$ cat src/design/fqpe_pkg.sv
// shared types and constants for the positional-edit fifo queue
package fqpe_pkg;

   localparam int QUEUE_DEPTH_DEF = 16;
   localparam int POS_W           = 5;
   localparam int COUNT_OUT_W     = 5;
   localparam int DATA_W          = 32;

   localparam logic signed [DATA_W-1:0] POP_EMPTY_DATA = -32'sd1;

   typedef enum logic [2:0] {
      FUNC_PUSH   = 3'd0,
      FUNC_POP    = 3'd1,
      FUNC_DELETE = 3'd2,
      FUNC_INSERT = 3'd3,
      FUNC_CLEAR  = 3'd4
   } func_type;

   typedef enum logic [1:0] {
      STATUS_OK    = 2'd0,
      STATUS_EMPTY = 2'd1,
      STATUS_FULL  = 2'd2,
      STATUS_RANGE = 2'd3
   } status_type;

   typedef enum logic [1:0] {
      CELL_HOLD   = 2'd0,
      CELL_LOAD   = 2'd1,
      CELL_PULL   = 2'd2,
      CELL_INSERT = 2'd3
   } cell_mode_type;

   typedef struct packed {
      func_type                 func;
      logic signed [DATA_W-1:0] value;
      logic [POS_W-1:0]         position;
   } req_type;

   typedef struct packed {
      logic signed [DATA_W-1:0] data_out;
      status_type               status;
      logic [COUNT_OUT_W-1:0]   entry_count;
      logic                     is_empty;
   } rsp_type;

endpackage

$ cat src/design/fqpe_cell.sv
// one storage cell of the queue row, takes from itself, a neighbor or the new value
module fqpe_cell #(
   parameter int QUEUE_DEPTH = fqpe_pkg::QUEUE_DEPTH_DEF,
   parameter int INDEX       = 0
) (
   input  logic                                      clock,
   input  fqpe_pkg::cell_mode_type                   cell_mode,
   input  logic [((($clog2(QUEUE_DEPTH + 1)) > fqpe_pkg::POS_W) ?
                  $clog2(QUEUE_DEPTH + 1) : fqpe_pkg::POS_W) - 1:0] cell_where,
   input  logic signed [fqpe_pkg::DATA_W-1:0]        new_value,
   input  logic signed [fqpe_pkg::DATA_W-1:0]        left_data,
   input  logic signed [fqpe_pkg::DATA_W-1:0]        right_data,
   output logic signed [fqpe_pkg::DATA_W-1:0]        cell_data
);
   import fqpe_pkg::*;

   localparam int CNT_W = $clog2(QUEUE_DEPTH + 1);
   localparam int CMP_W = (CNT_W > POS_W) ? CNT_W : POS_W;
   localparam logic [CMP_W-1:0] MY_IDX = CMP_W'(INDEX);

   logic signed [DATA_W-1:0] data_ff;
   logic signed [DATA_W-1:0] data_in;

   always_comb begin
      data_in = data_ff;
      unique case (cell_mode)
         CELL_LOAD: begin
            if (MY_IDX == cell_where) data_in = new_value;
         end
         CELL_PULL: begin
            if (MY_IDX >= cell_where) data_in = right_data;
         end
         CELL_INSERT: begin
            if (MY_IDX > cell_where) data_in = left_data;
            else if (MY_IDX == cell_where) data_in = new_value;
         end
         default: begin
            data_in = data_ff;
         end
      endcase
   end

   always_ff @(posedge clock) begin
      data_ff <= data_in;
   end

   assign cell_data = data_ff;

endmodule

$ cat src/design/fqpe_ctrl.sv
// operation decode, occupancy count and registered result for the queue
module fqpe_ctrl #(
   parameter int QUEUE_DEPTH = fqpe_pkg::QUEUE_DEPTH_DEF
) (
   input  logic                                      clock,
   input  logic                                      reset,
   input  logic                                      req_valid,
   output logic                                      req_stall,
   input  fqpe_pkg::req_type                         req_data,
   output logic                                      rsp_valid,
   input  logic                                      rsp_stall,
   output fqpe_pkg::rsp_type                         rsp_data,
   input  logic signed [fqpe_pkg::DATA_W-1:0]        head_data,
   output fqpe_pkg::cell_mode_type                   cell_mode,
   output logic [((($clog2(QUEUE_DEPTH + 1)) > fqpe_pkg::POS_W) ?
                  $clog2(QUEUE_DEPTH + 1) : fqpe_pkg::POS_W) - 1:0] cell_where
);
   import fqpe_pkg::*;

   localparam int CNT_W = $clog2(QUEUE_DEPTH + 1);
   localparam int CMP_W = (CNT_W > POS_W) ? CNT_W : POS_W;

   logic [CNT_W-1:0] count_ff;
   logic [CNT_W-1:0] count_in;
   logic             rsp_valid_ff;
   logic             rsp_valid_in;
   rsp_type          rsp_data_ff;
   rsp_type          rsp_data_in;

   logic                  accept;
   logic                  is_empty_now;
   logic                  is_full_now;
   logic                  pos_ok;
   logic [CMP_W-1:0]      pos_ext;
   logic [CMP_W-1:0]      count_ext;
   cell_mode_type         mode_dec;
   logic [CMP_W-1:0]      where_dec;
   logic [CNT_W-1:0]      count_dec;
   status_type            status_dec;
   logic signed [DATA_W-1:0] data_dec;

   assign req_stall = rsp_valid_ff & rsp_stall;
   assign accept    = req_valid & ~req_stall;

   assign pos_ext      = CMP_W'(req_data.position);
   assign count_ext    = CMP_W'(count_ff);
   assign is_empty_now = (count_ff == '0);
   assign is_full_now  = (count_ff == CNT_W'(QUEUE_DEPTH));
   assign pos_ok       = (pos_ext != '0) && (pos_ext <= count_ext);

   always_comb begin
      mode_dec   = CELL_HOLD;
      where_dec  = '0;
      count_dec  = count_ff;
      status_dec = STATUS_OK;
      data_dec   = '0;
      unique case (req_data.func)
         FUNC_PUSH: begin
            if (is_full_now) begin
               status_dec = STATUS_FULL;
            end else begin
               mode_dec  = CELL_LOAD;
               where_dec = count_ext;
               count_dec = count_ff + CNT_W'(1);
            end
         end
         FUNC_POP: begin
            if (is_empty_now) begin
               status_dec = STATUS_EMPTY;
               data_dec   = POP_EMPTY_DATA;
            end else begin
               data_dec  = head_data;
               mode_dec  = CELL_PULL;
               where_dec = '0;
               count_dec = count_ff - CNT_W'(1);
            end
         end
         FUNC_DELETE: begin
            if (is_empty_now) begin
               status_dec = STATUS_EMPTY;
            end else if (!pos_ok) begin
               status_dec = STATUS_RANGE;
            end else begin
               mode_dec  = CELL_PULL;
               where_dec = pos_ext - CMP_W'(1);
               count_dec = count_ff - CNT_W'(1);
            end
         end
         FUNC_INSERT: begin
            if (is_empty_now) begin
               status_dec = STATUS_EMPTY;
            end else if (!pos_ok) begin
               status_dec = STATUS_RANGE;
            end else if (is_full_now) begin
               status_dec = STATUS_FULL;
            end else begin
               mode_dec  = CELL_INSERT;
               where_dec = pos_ext - CMP_W'(1);
               count_dec = count_ff + CNT_W'(1);
            end
         end
         FUNC_CLEAR: begin
            count_dec = '0;
         end
         default: begin
            count_dec = count_ff;
         end
      endcase
   end

   assign cell_mode  = accept ? mode_dec : CELL_HOLD;
   assign cell_where = where_dec;

   always_comb begin
      count_in     = count_ff;
      rsp_valid_in = rsp_valid_ff & rsp_stall;
      rsp_data_in  = rsp_data_ff;
      if (accept) begin
         count_in                = count_dec;
         rsp_valid_in            = 1'b1;
         rsp_data_in.data_out    = data_dec;
         rsp_data_in.status      = status_dec;
         rsp_data_in.entry_count = COUNT_OUT_W'(count_dec);
         rsp_data_in.is_empty    = (count_dec == '0);
      end
   end

   always_ff @(posedge clock) begin
      if (reset) begin
         count_ff     <= '0;
         rsp_valid_ff <= 1'b0;
      end else begin
         count_ff     <= count_in;
         rsp_valid_ff <= rsp_valid_in;
      end
   end

   always_ff @(posedge clock) begin
      rsp_data_ff <= rsp_data_in;
   end

   assign rsp_valid = rsp_valid_ff;
   assign rsp_data  = rsp_data_ff;

   a_count_bound: assert property (@(posedge clock) disable iff (reset)
      count_ff <= CNT_W'(QUEUE_DEPTH))
      else $error("occupancy above queue depth");

   a_stall_only_when_held: assert property (@(posedge clock) disable iff (reset)
      req_stall |-> rsp_valid_ff)
      else $error("input stalled with no result held");

   a_empty_flag_matches: assert property (@(posedge clock) disable iff (reset)
      rsp_valid_ff |-> (rsp_data_ff.is_empty == (count_ff == '0)))
      else $error("empty flag disagrees with occupancy");

   a_pop_shrinks: assert property (@(posedge clock) disable iff (reset)
      (accept && req_data.func == FUNC_POP && !is_empty_now)
         |=> (count_ff == $past(count_ff) - CNT_W'(1)))
      else $error("pop did not lower occupancy");

   a_idle_holds_count: assert property (@(posedge clock) disable iff (reset)
      !accept |=> $stable(count_ff))
      else $error("occupancy moved without an item");

endmodule

$ cat src/design/fifo_queue_positional_edit.sv
// top level of the positional-edit fifo queue: control plus a row of storage cells
// The queue holds up to QUEUE_DEPTH signed 32-bit entries in a row of cells, head in
// cell 0. Every item (push, pop, delete at position, insert before position, clear)
// gives one result in the cycle after it is taken, and a new item can be taken every
// cycle unless the input stalls; cells from the edit point on shift toward head or tail
// in the same cycle, so the number of entries moved never adds time. The input stalls
// only while a result sits in the output register and the result side stalls. Positions
// are 1-based and must lie in 1..count for both delete and insert; a pop on an empty
// queue returns -1 with status empty. The entry count on the result is its low 5 bits.
module fifo_queue_positional_edit #(
   parameter int QUEUE_DEPTH = fqpe_pkg::QUEUE_DEPTH_DEF
) (
   input  logic              clock,
   input  logic              reset,
   input  logic              req_valid,
   output logic              req_stall,
   input  fqpe_pkg::req_type req_data,
   output logic              rsp_valid,
   input  logic              rsp_stall,
   output fqpe_pkg::rsp_type rsp_data
);
   import fqpe_pkg::*;

   localparam int CNT_W = $clog2(QUEUE_DEPTH + 1);
   localparam int CMP_W = (CNT_W > POS_W) ? CNT_W : POS_W;

   cell_mode_type            cell_mode;
   logic [CMP_W-1:0]         cell_where;
   logic signed [DATA_W-1:0] cell_data [QUEUE_DEPTH];

   fqpe_ctrl #(
      .QUEUE_DEPTH(QUEUE_DEPTH)
   ) u_ctrl (
      .clock      (clock),
      .reset      (reset),
      .req_valid  (req_valid),
      .req_stall  (req_stall),
      .req_data   (req_data),
      .rsp_valid  (rsp_valid),
      .rsp_stall  (rsp_stall),
      .rsp_data   (rsp_data),
      .head_data  (cell_data[0]),
      .cell_mode  (cell_mode),
      .cell_where (cell_where)
   );

   for (genvar i = 0; i < QUEUE_DEPTH; i++) begin : g_cell
      logic signed [DATA_W-1:0] left_data;
      logic signed [DATA_W-1:0] right_data;

      if (i == 0) begin : g_head
         assign left_data = cell_data[i];
      end else begin : g_mid_left
         assign left_data = cell_data[i-1];
      end

      if (i == QUEUE_DEPTH - 1) begin : g_tail
         assign right_data = cell_data[i];
      end else begin : g_mid_right
         assign right_data = cell_data[i+1];
      end

      fqpe_cell #(
         .QUEUE_DEPTH(QUEUE_DEPTH),
         .INDEX      (i)
      ) u_cell (
         .clock      (clock),
         .cell_mode  (cell_mode),
         .cell_where (cell_where),
         .new_value  (req_data.value),
         .left_data  (left_data),
         .right_data (right_data),
         .cell_data  (cell_data[i])
      );
   end

endmodule
$ cat config.mk
export PLATFORM = sky130hd
export DESIGN_NAME = fifo_queue_positional_edit
export DESIGN_NICKNAME = d
export VERILOG_FILES = /design/src/design/fqpe_pkg.sv /design/src/design/fqpe_cell.sv /design/src/design/fqpe_ctrl.sv /design/src/design/fifo_queue_positional_edit.sv
export SDC_FILE = /design/constraint.sdc
export NUM_CORES = 1
export LEC_CHECK = 0
export BUFFER_PORTS_ARGS = -buffer_cell sky130_fd_sc_hd__buf_2
export CAP_MARGIN = 20
export CORE_MARGIN = 2
export CORE_UTILIZATION = 50
export DETAILED_ROUTE_END_ITERATION = 10
export GPL_TIMING_DRIVEN = 1
export PLACE_DENSITY = 0.66
export SLEW_MARGIN = 40
export SYNTH_ARGS = -nofsm -noshare
export SYNTH_HDL_FRONTEND = slang
export SYNTH_SLANG_ARGS = --single-unit
$ cat constraint.sdc
create_clock -name clock -period 6.9 [get_ports clock]
set_input_delay 0 -clock clock [delete_from_list [all_inputs] [get_ports clock]]
set_output_delay 0 -clock clock [all_outputs]
set_load 0.03 [all_outputs]
==> results of run 1 <==
[cells in the mapped netlist (4+ instances only)]
cell / number / area (sq um)
mux2i_1: 480 / 4800
nor3_2: 4 / 40.0
inv_1: 79 / 297
o221ai_1: 65 / 569
a21oi_1: 29 / 145
nand3_1: 8 / 40.0
o21a_1: 37 / 278
a22oi_1: 387 / 2910
nand2_1: 227 / 852
clkbuf_1: 166 / 623
buf_1: 13 / 48.8
nand2b_1: 6 / 37.5
edfxtp_1: 552 / 16600
ha_1: 10 / 125
a31oi_1: 4 / 25.0
o31ai_2: 4 / 50.1
and2_1: 7 / 43.8
dfxtp_1: 6 / 120
nor3_1: 10 / 50.1
o21ai_0: 347 / 1740
a211oi_1: 5 / 37.5
o21ai_1: 84 / 420
nor2_1: 29 / 109
buf_2: 70 / 350
[worst reg2reg max path: cells and delay by family, from the launching register on]
family | cells | cell delay (ns)
simple gates | 3 | 0.77
fa+ha+maj | 1 | 0.33
flops | 1 | 0.61
compound gates | 4 | 1.36
buf+inv | 3 | 1.45
[where the power goes]
group | internal, mW | switching, mW | total, mW
sequential | 3.89 | 0.0984 | 3.99
combinational | 0.226 | 0.472 | 0.698
clock | 1.59 | 1.35 | 2.94
[per-layer routing]
metal / GRT usage [%] / vias to the layer above / part of all wire (%)
met3: 2.85 / 176 / 5.0
met4: 9.54 / 0 / 3.0
li1: - / 10480 / -
met1: 35.0 / 11478 / 41
met5: 0 / - / 0
met2: 45.9 / 852 / 51
[final cells by class]
class / instances / area, sq um / area share [%]
Tap cell: 790 / 988 / 2.89
Multi-Input combinational cell: 1801 / 13100 / 38.4
Sequential cell: 558 / 16700 / 48.8
Inverter: 79 / 297 / 0.867
Timing Repair Buffer: 179 / 1370 / 4.00
Clock buffer: 79 / 1570 / 4.60
Clock inverter: 30 / 149 / 0.435
[flip-flops by register name (all words and copies together), names as in the netlist]
name                     count
g_cell.u_cell.cell_data    512
u_ctrl.rsp_data             40
u_ctrl.rsp_valid             1
u_ctrl.count_ext             5
[metrics by stage]
stage	util, %	cells
after detailed placement	52.3	3370
after global routing	55.7	3516
after global placement	51.8	3357
after floorplan	-	2688
final	55.7	3516
after CTS	55.7	3514
[path summary, 6_finish.rpt]
check | startpoint | end | cells after the start
min | req_data[39] | u_ctrl.rsp_data[7] | 2
max reg2reg | u_ctrl.count_ext[2] | g_cell[5].u_cell.cell_data[12] | 11
max | u_ctrl.count_ext[2] | g_cell[5].u_cell.cell_data[12] | 11
min reg2reg | g_cell[0].u_cell.cell_data[17] | u_ctrl.rsp_data[25] | 1
[placed cells by master (no fill, tap or decap), types with 3 or more instances in the layout]
cell | netlist | layout
mux2i_1 | 480 | 480
dfxtp_1 | 6 | 6
o31ai_1 | 3 | 3
nor2_1 | 29 | 20
nor2_2 | 2 | 10
o31a_1 | 3 | 3
clkinv_1 | 0 | 19
clkinv_2 | 0 | 8
edfxtp_1 | 552 | 552
buf_8 | 0 | 15
nand2b_1 | 6 | 6
o21ai_1 | 84 | 83
a22o_1 | 3 | 3
dlygate4sd3_1 | 0 | 35
buf_12 | 0 | 3
buf_2 | 70 | 85
nand2_4 | 0 | 8
ha_1 | 10 | 10
o21ai_0 | 347 | 346
o31ai_2 | 4 | 3
or3_1 | 3 | 3
inv_1 | 79 | 78
a21oi_4 | 0 | 11
clkbuf_1 | 166 | 19
a22oi_1 | 387 | 387
nor3_1 | 10 | 9
nor3_4 | 0 | 3
a211oi_1 | 5 | 5
a21oi_1 | 29 | 16
o221ai_1 | 65 | 65
and2_1 | 7 | 7
buf_4 | 1 | 41
clkbuf_16 | 0 | 60
nand3_1 | 8 | 6
nand2_1 | 227 | 219
nand3_2 | 3 | 5
o21a_1 | 37 | 37
[kinds of logic after synthesis]
kind of cell	after synthesis	share of synthesized area, %
XOR/XNOR	4	0.114
adder cells (fa/ha/maj)	10	0.406
AND/OR/NAND/NOR	318	4.58
AO/OA/AOI/OAI	989	20.9
flip-flops	558	54.2
buffers and inverters	329	4.30
multiplexers	480	15.6
[timing repair]
action                                 4_1_cts  5_1_grt
setup buffers                                0        0
endpoints found under the hold margin      230        0
hold buffers                                35        0
==> key figures, run 1 <==
Outcome
  – Status: finished clean

GRT
  – Vias in the first global route: 23,120
  – Initial antenna violation count: 0
  – Grt ovf: 0
  – First-pass GRT wire length: between 100,000 and 150,000 microns
  – Largest net degree at the start of global routing: 178
  – Total track usage: 26.6%

Timing
  – RSZ-0062 raised after global routing: no
  – WHS: about 0.14 ns
  – Post-route minimum period: about 4.7 ns
  – Pins Over Slew Limit: 0
  – Worst relative slew slack: between 40 and 50%
  – Setup Skew: a little over 0.02 ns
  – Hold Vio Cnt, Final: 0
  – Worst slew pin tran: 0.881 ns
  – FMAX: around 0.21 GHz
  – Period Utilization, post-route: roughly two thirds
  – Final setup fails: 0
  – Setup WS post-layout: between 2 and 2.5 ns
  – Final setup TNS: 0 ns

Setup path
  – CP Buf/Inv Count: 3
  – Setup crit start kind: flip-flop
  – Critical path class: flip-flop to flip-flop
  – Critical path's top delay family: buffers and inverters
  – Crit-path cells: inv_1, ha_1, nand3_1, nor3_2, a31o_1, a22oi_1, nor3_4, buf_12, buf_12, a22oi_1, o21ai_0
  – CP max stage cell: buf_12
  – Flop2flop setup slack: roughly 2.2 ns
  – Data arrival time of the worst path: approximately 5 ns
  – Worst Path Required: approximately 7.4 ns
  – Max stage delay on crit path: roughly 0.63 ns
  – CP Max Fanout: 177
  – Critical Path Sink Type: flip-flop

Yosys
  – Post-synthesis sequential area ratio: about 54%
  – Synth Register Bits: around 560
  – Syn Nets: between 2,000 and 3,000
  – Yosys cell types: a little over 60
  – Gate Count Post-Synth: about 2,700
  – Ys async rst share: 0%
  – Yosys warnings: 0
  – Cell Area, Synth: between 30,000 and 40,000 sq um
  – Number of synthesized flops with an enable pin: between 500 and 600
  – Post-Syn Area per Cell: between 10 and 15 sq um
  – Ys flop type: edfxtp_1

Clock network
  – TritonCTS sink count: roughly 560
  – Register clock-pin slew on the reported worst setup and hold paths: around 0.060 ns
  – Clock Tree Buf Depth: 3
  – Cts repair resizes: 0
  – Maximum level of the CTS H-tree: 2
  – TritonCTS Buffers: roughly 60
  – CTS tree: yes
  – Skew-Pair Late Insertion Delay: around 0.64 ns
  – Clock root cell: clkbuf_16

Place
  – Post-DP Area: 32,100 sq um
  – Placer congestion estimate: slightly above 0.9
  – PortBufs: 85
  – Final HPWL DP: 57,400 microns
  – DP Worst Slack: between 2 and 2.5 ns

Floorplanning
  – Die area: 63,700 sq um
  – Initial Util: 50.2%
  – Die H: 252 microns
  – Ports: 86
  – Core area: approximately 61,000 sq um
  – FP Rows: 91
  – Die X: about 250 microns

Route
  – Vias post-DR: 22,986
  – Avg WL per Cell: roughly 25 microns
  – Initial DRT Pass Iterations: 8
  – DRT antenna net count: 0
  – Total routed wirelength: around 86,000 microns
  – Vias/cell: 6.54
  – Initial DRC Count: 2,446
  – # DRC: 0

Job
  – Max_cap viols: 0

Power
  – Total power: ~7.6 mW
  – PwrDens: between 200 and 250 nW/um^2
  – Leakage: roughly 14 nW
  – Maximum vdd ir drop: about 0.00019 V

Finish
  – Share of cells above drive strength 1: 10.5%
  – Filler instances: just over 5,000
  – Fin area: ~34,000 sq um
  – Nets@finish: between 2,000 and 3,000
  – Ant. Diodes: 0
  – P&R area growth vs syn: 11.0%

Hold path
  – Tightest Hold Check Type: input port to flip-flop
No activity file was read; power rests on OpenSTA's default activity.
==> inputs of run 2 (changes only) <==
==> constraint.sdc (replaced) <==
create_clock -name clock -period 4.6 [get_ports clock]
set_input_delay 0 -clock clock [delete_from_list [all_inputs] [get_ports clock]]
set_output_delay 0 -clock clock [all_outputs]
set_load 0.03 [all_outputs]
==> key figures, run 2 (synthesis gave the netlist of run 1 again) <==
GRT
  – Grt ovf: 0
  – Total track usage: around a quarter
  – Vias in the first global route: 23,417
  – Gr busiest metal: met2
  – First-pass GRT wire length: 131,000 microns
  – Initial antenna violation count: 1
  – Largest net degree at the start of global routing: 147
  – Routing usage on met2: approximately 44%
  – M1 GR Usage: 33.3%
  – Grt met3 use: around 3.2%

Finish
  – Max FFs per register: approximately 500
  – Commonest non-fill, non-tap cell in the layout: edfxtp_1
  – P&R area growth vs syn: 11.1%
  – Nets@finish: 2,753
  – Ant. Diodes: 0
  – Share of cells above drive strength 1: 11.2%
  – Most frequent cells in the layout: edfxtp_1, mux2i_1, a22oi_1
  – Finished Layout Cells: 3,530
  – Fin area: 34,200 sq um

Power
  – Leakage: roughly 14 nW
  – PwrDens: 337 nW/um^2
  – Total power: between 10 and 15 mW
  – Maximum vdd ir drop: 0.000333 V

Hold path
  – Cells on Worst Hold Path: 4
  – Hold Path End: u_ctrl.rsp_data[12]
  – Tightest Hold Check Type: input port to flip-flop
  – Hold wc startpoint: req_data[37]

Route
  – DRT antenna net count: 0
  – Vias post-DR: ~23,000
  – Total routed wirelength: between 80,000 and 90,000 microns
  – Avg WL per Cell: approximately 23 microns
  – Initial DRT Pass Iterations: 6
  – Vias/cell: 6.49
  – Initial DRC Count: 1,990
  – # DRC: 0

Setup path
  – R2R cell count: 11
  – Flop2flop setup slack: about 0.29 ns
  – Setup crit start kind: flip-flop
  – Worst Path Required: about 5.0 ns
  – Critical path class: flip-flop to flip-flop
  – Critical Path Sink Type: flip-flop
  – Data arrival time of the worst path: 4.75 ns
  – R2r endpoint: g_cell[10].u_cell.cell_data[18]
  – CP Max Fanout: between 100 and 150
  – Reg2reg start: u_ctrl.count_ext[4]

Floorplanning
  – FP Rows: between 90 and 100
  – Die area: ~64,000 sq um
  – Core area: around 60,000 sq um
  – Die X: approximately 250 microns
  – Die H: between 200 and 300 microns
  – Ports: 86
  – Initial Util: 50.2%

Timing
  – Setup Skew: between 0.01 and 0.015 ns
  – Hold Vio Cnt, Final: 0
  – RSZ-0062 raised after global routing: no
  – Setup WS post-layout: 0.290 ns
  – Post-route minimum period: 4.31 ns
  – Final setup fails: 0
  – Final setup TNS: 0 ns
  – FMAX: about 0.23 GHz
  – Pins Over Slew Limit: 0
  – Period Utilization, post-route: 93.7%
  – Worst relative slew slack: 45.3%
  – Worst slew pin tran: approximately 0.82 ns

Place
  – Post-DP Area: 32,100 sq um
  – PortBufs: between 80 and 90
  – DP Worst Slack: between 0.4 and 0.5 ns
  – Inst Count DP: ~3,400
  – Final HPWL DP: roughly 57,000 microns
  – Placer congestion estimate: just over 0.8

Outcome
  – Status: finished clean

Clock network
  – Clock Tree Buf Depth: 3
  – Clock root cell: clkbuf_16
  – CTS tree: yes
  – Skew-Pair Late Insertion Delay: 0.63 ns
  – TritonCTS sink count: roughly 560
  – Maximum level of the CTS H-tree: 2
  – Register clock-pin slew on the reported worst setup and hold paths: 0.06 ns
  – TritonCTS Buffers: 60

Job
  – Max_cap viols: 0
run 2: cell types whose count changed in the layout (fill, tap and decap cells not counted), moves of 2 or more:
cell / change
buf_4: +31
buf_8: -15
clkinv_1: -9
nand2_4: -8
nand2_2: +7
a21oi_2: +3
a21oi_4: -3
bufinv_16: +3
buf_12: +2
dlygate4sd3_1: +2
run 2: repair_timing:
item,CTS,global route
setup buffers,0,0
hold buffers,37,0
setup endpoints to repair,0,0
hold endpoints to repair,311,0
resized for setup,0,0
run 2: report_power, final:
part / switching (mW) / leakage [nW] / internal [mW]
Combinational: 0.687 / 7.74 / 0.333
Clock: 1.96 / 0.873 / 2.57
Sequential: 0.141 / 5.10 / 5.83
run 2: critical path: stages (launching register included):
cell and delay (ns):
dfxtp_1 0.49, inv_1 0.20, ha_1 0.34, nand2_1 0.10, nor3_2 0.27, a31o_1 0.50, a22oi_1 0.29, nor3_4 0.46
buf_12 0.54, buf_4 0.48, a22oi_1 0.16, o21ai_0 0.14
run 2: metal layers:
layer | share of wire [%] | vias to the layer above
li1 | - | 10520
met1 | 42 | 11524
met2 | 50 | 687
met3 | 4.3 | 165
met4 | 2.8 | 2
met5 | 0.019 | -
run 2: how the worst max path moves through the flow:
stage	start	to	slack (ns)
floorplan	u_ctrl.count_ext[2]	g_cell[6].u_cell.cell_data[0]	-0.31
global placement	u_ctrl.count_ext[1]	g_cell[11].u_cell.cell_data[11]	0.58
finish	u_ctrl.count_ext[4]	g_cell[10].u_cell.cell_data[18]	0.29
global route	u_ctrl.count_ext[4]	g_cell[10].u_cell.cell_data[18]	0.07
CTS	u_ctrl.count_ext[4]	g_cell[11].u_cell.cell_data[30]	0.43
detailed placement	u_ctrl.count_ext[4]	g_cell[11].u_cell.cell_data[30]	0.44
run 2: cell type report:
cell class                 instances  area [sq um]
clock inverter                    23           185
timing repair buffer             199          1440
clock buffer                      80          1600
multi-input combinational       1801         13000
tap                              790           988
inverter                          79           300
sequential                       558         16700
fill                            5153         27100
run 2: through the flow:
| step | util (%) | hold slack (ns) |
|---|---|---|
| finish | 55.8 | 0.0394 |
| global route | 55.8 | 0.0439 |
| CTS | 55.8 | 0.00293 |
| detailed placement | 52.3 | 0.251 |
| global placement | 52.3 | 0.228 |
| floorplan | - | 0.0728 |
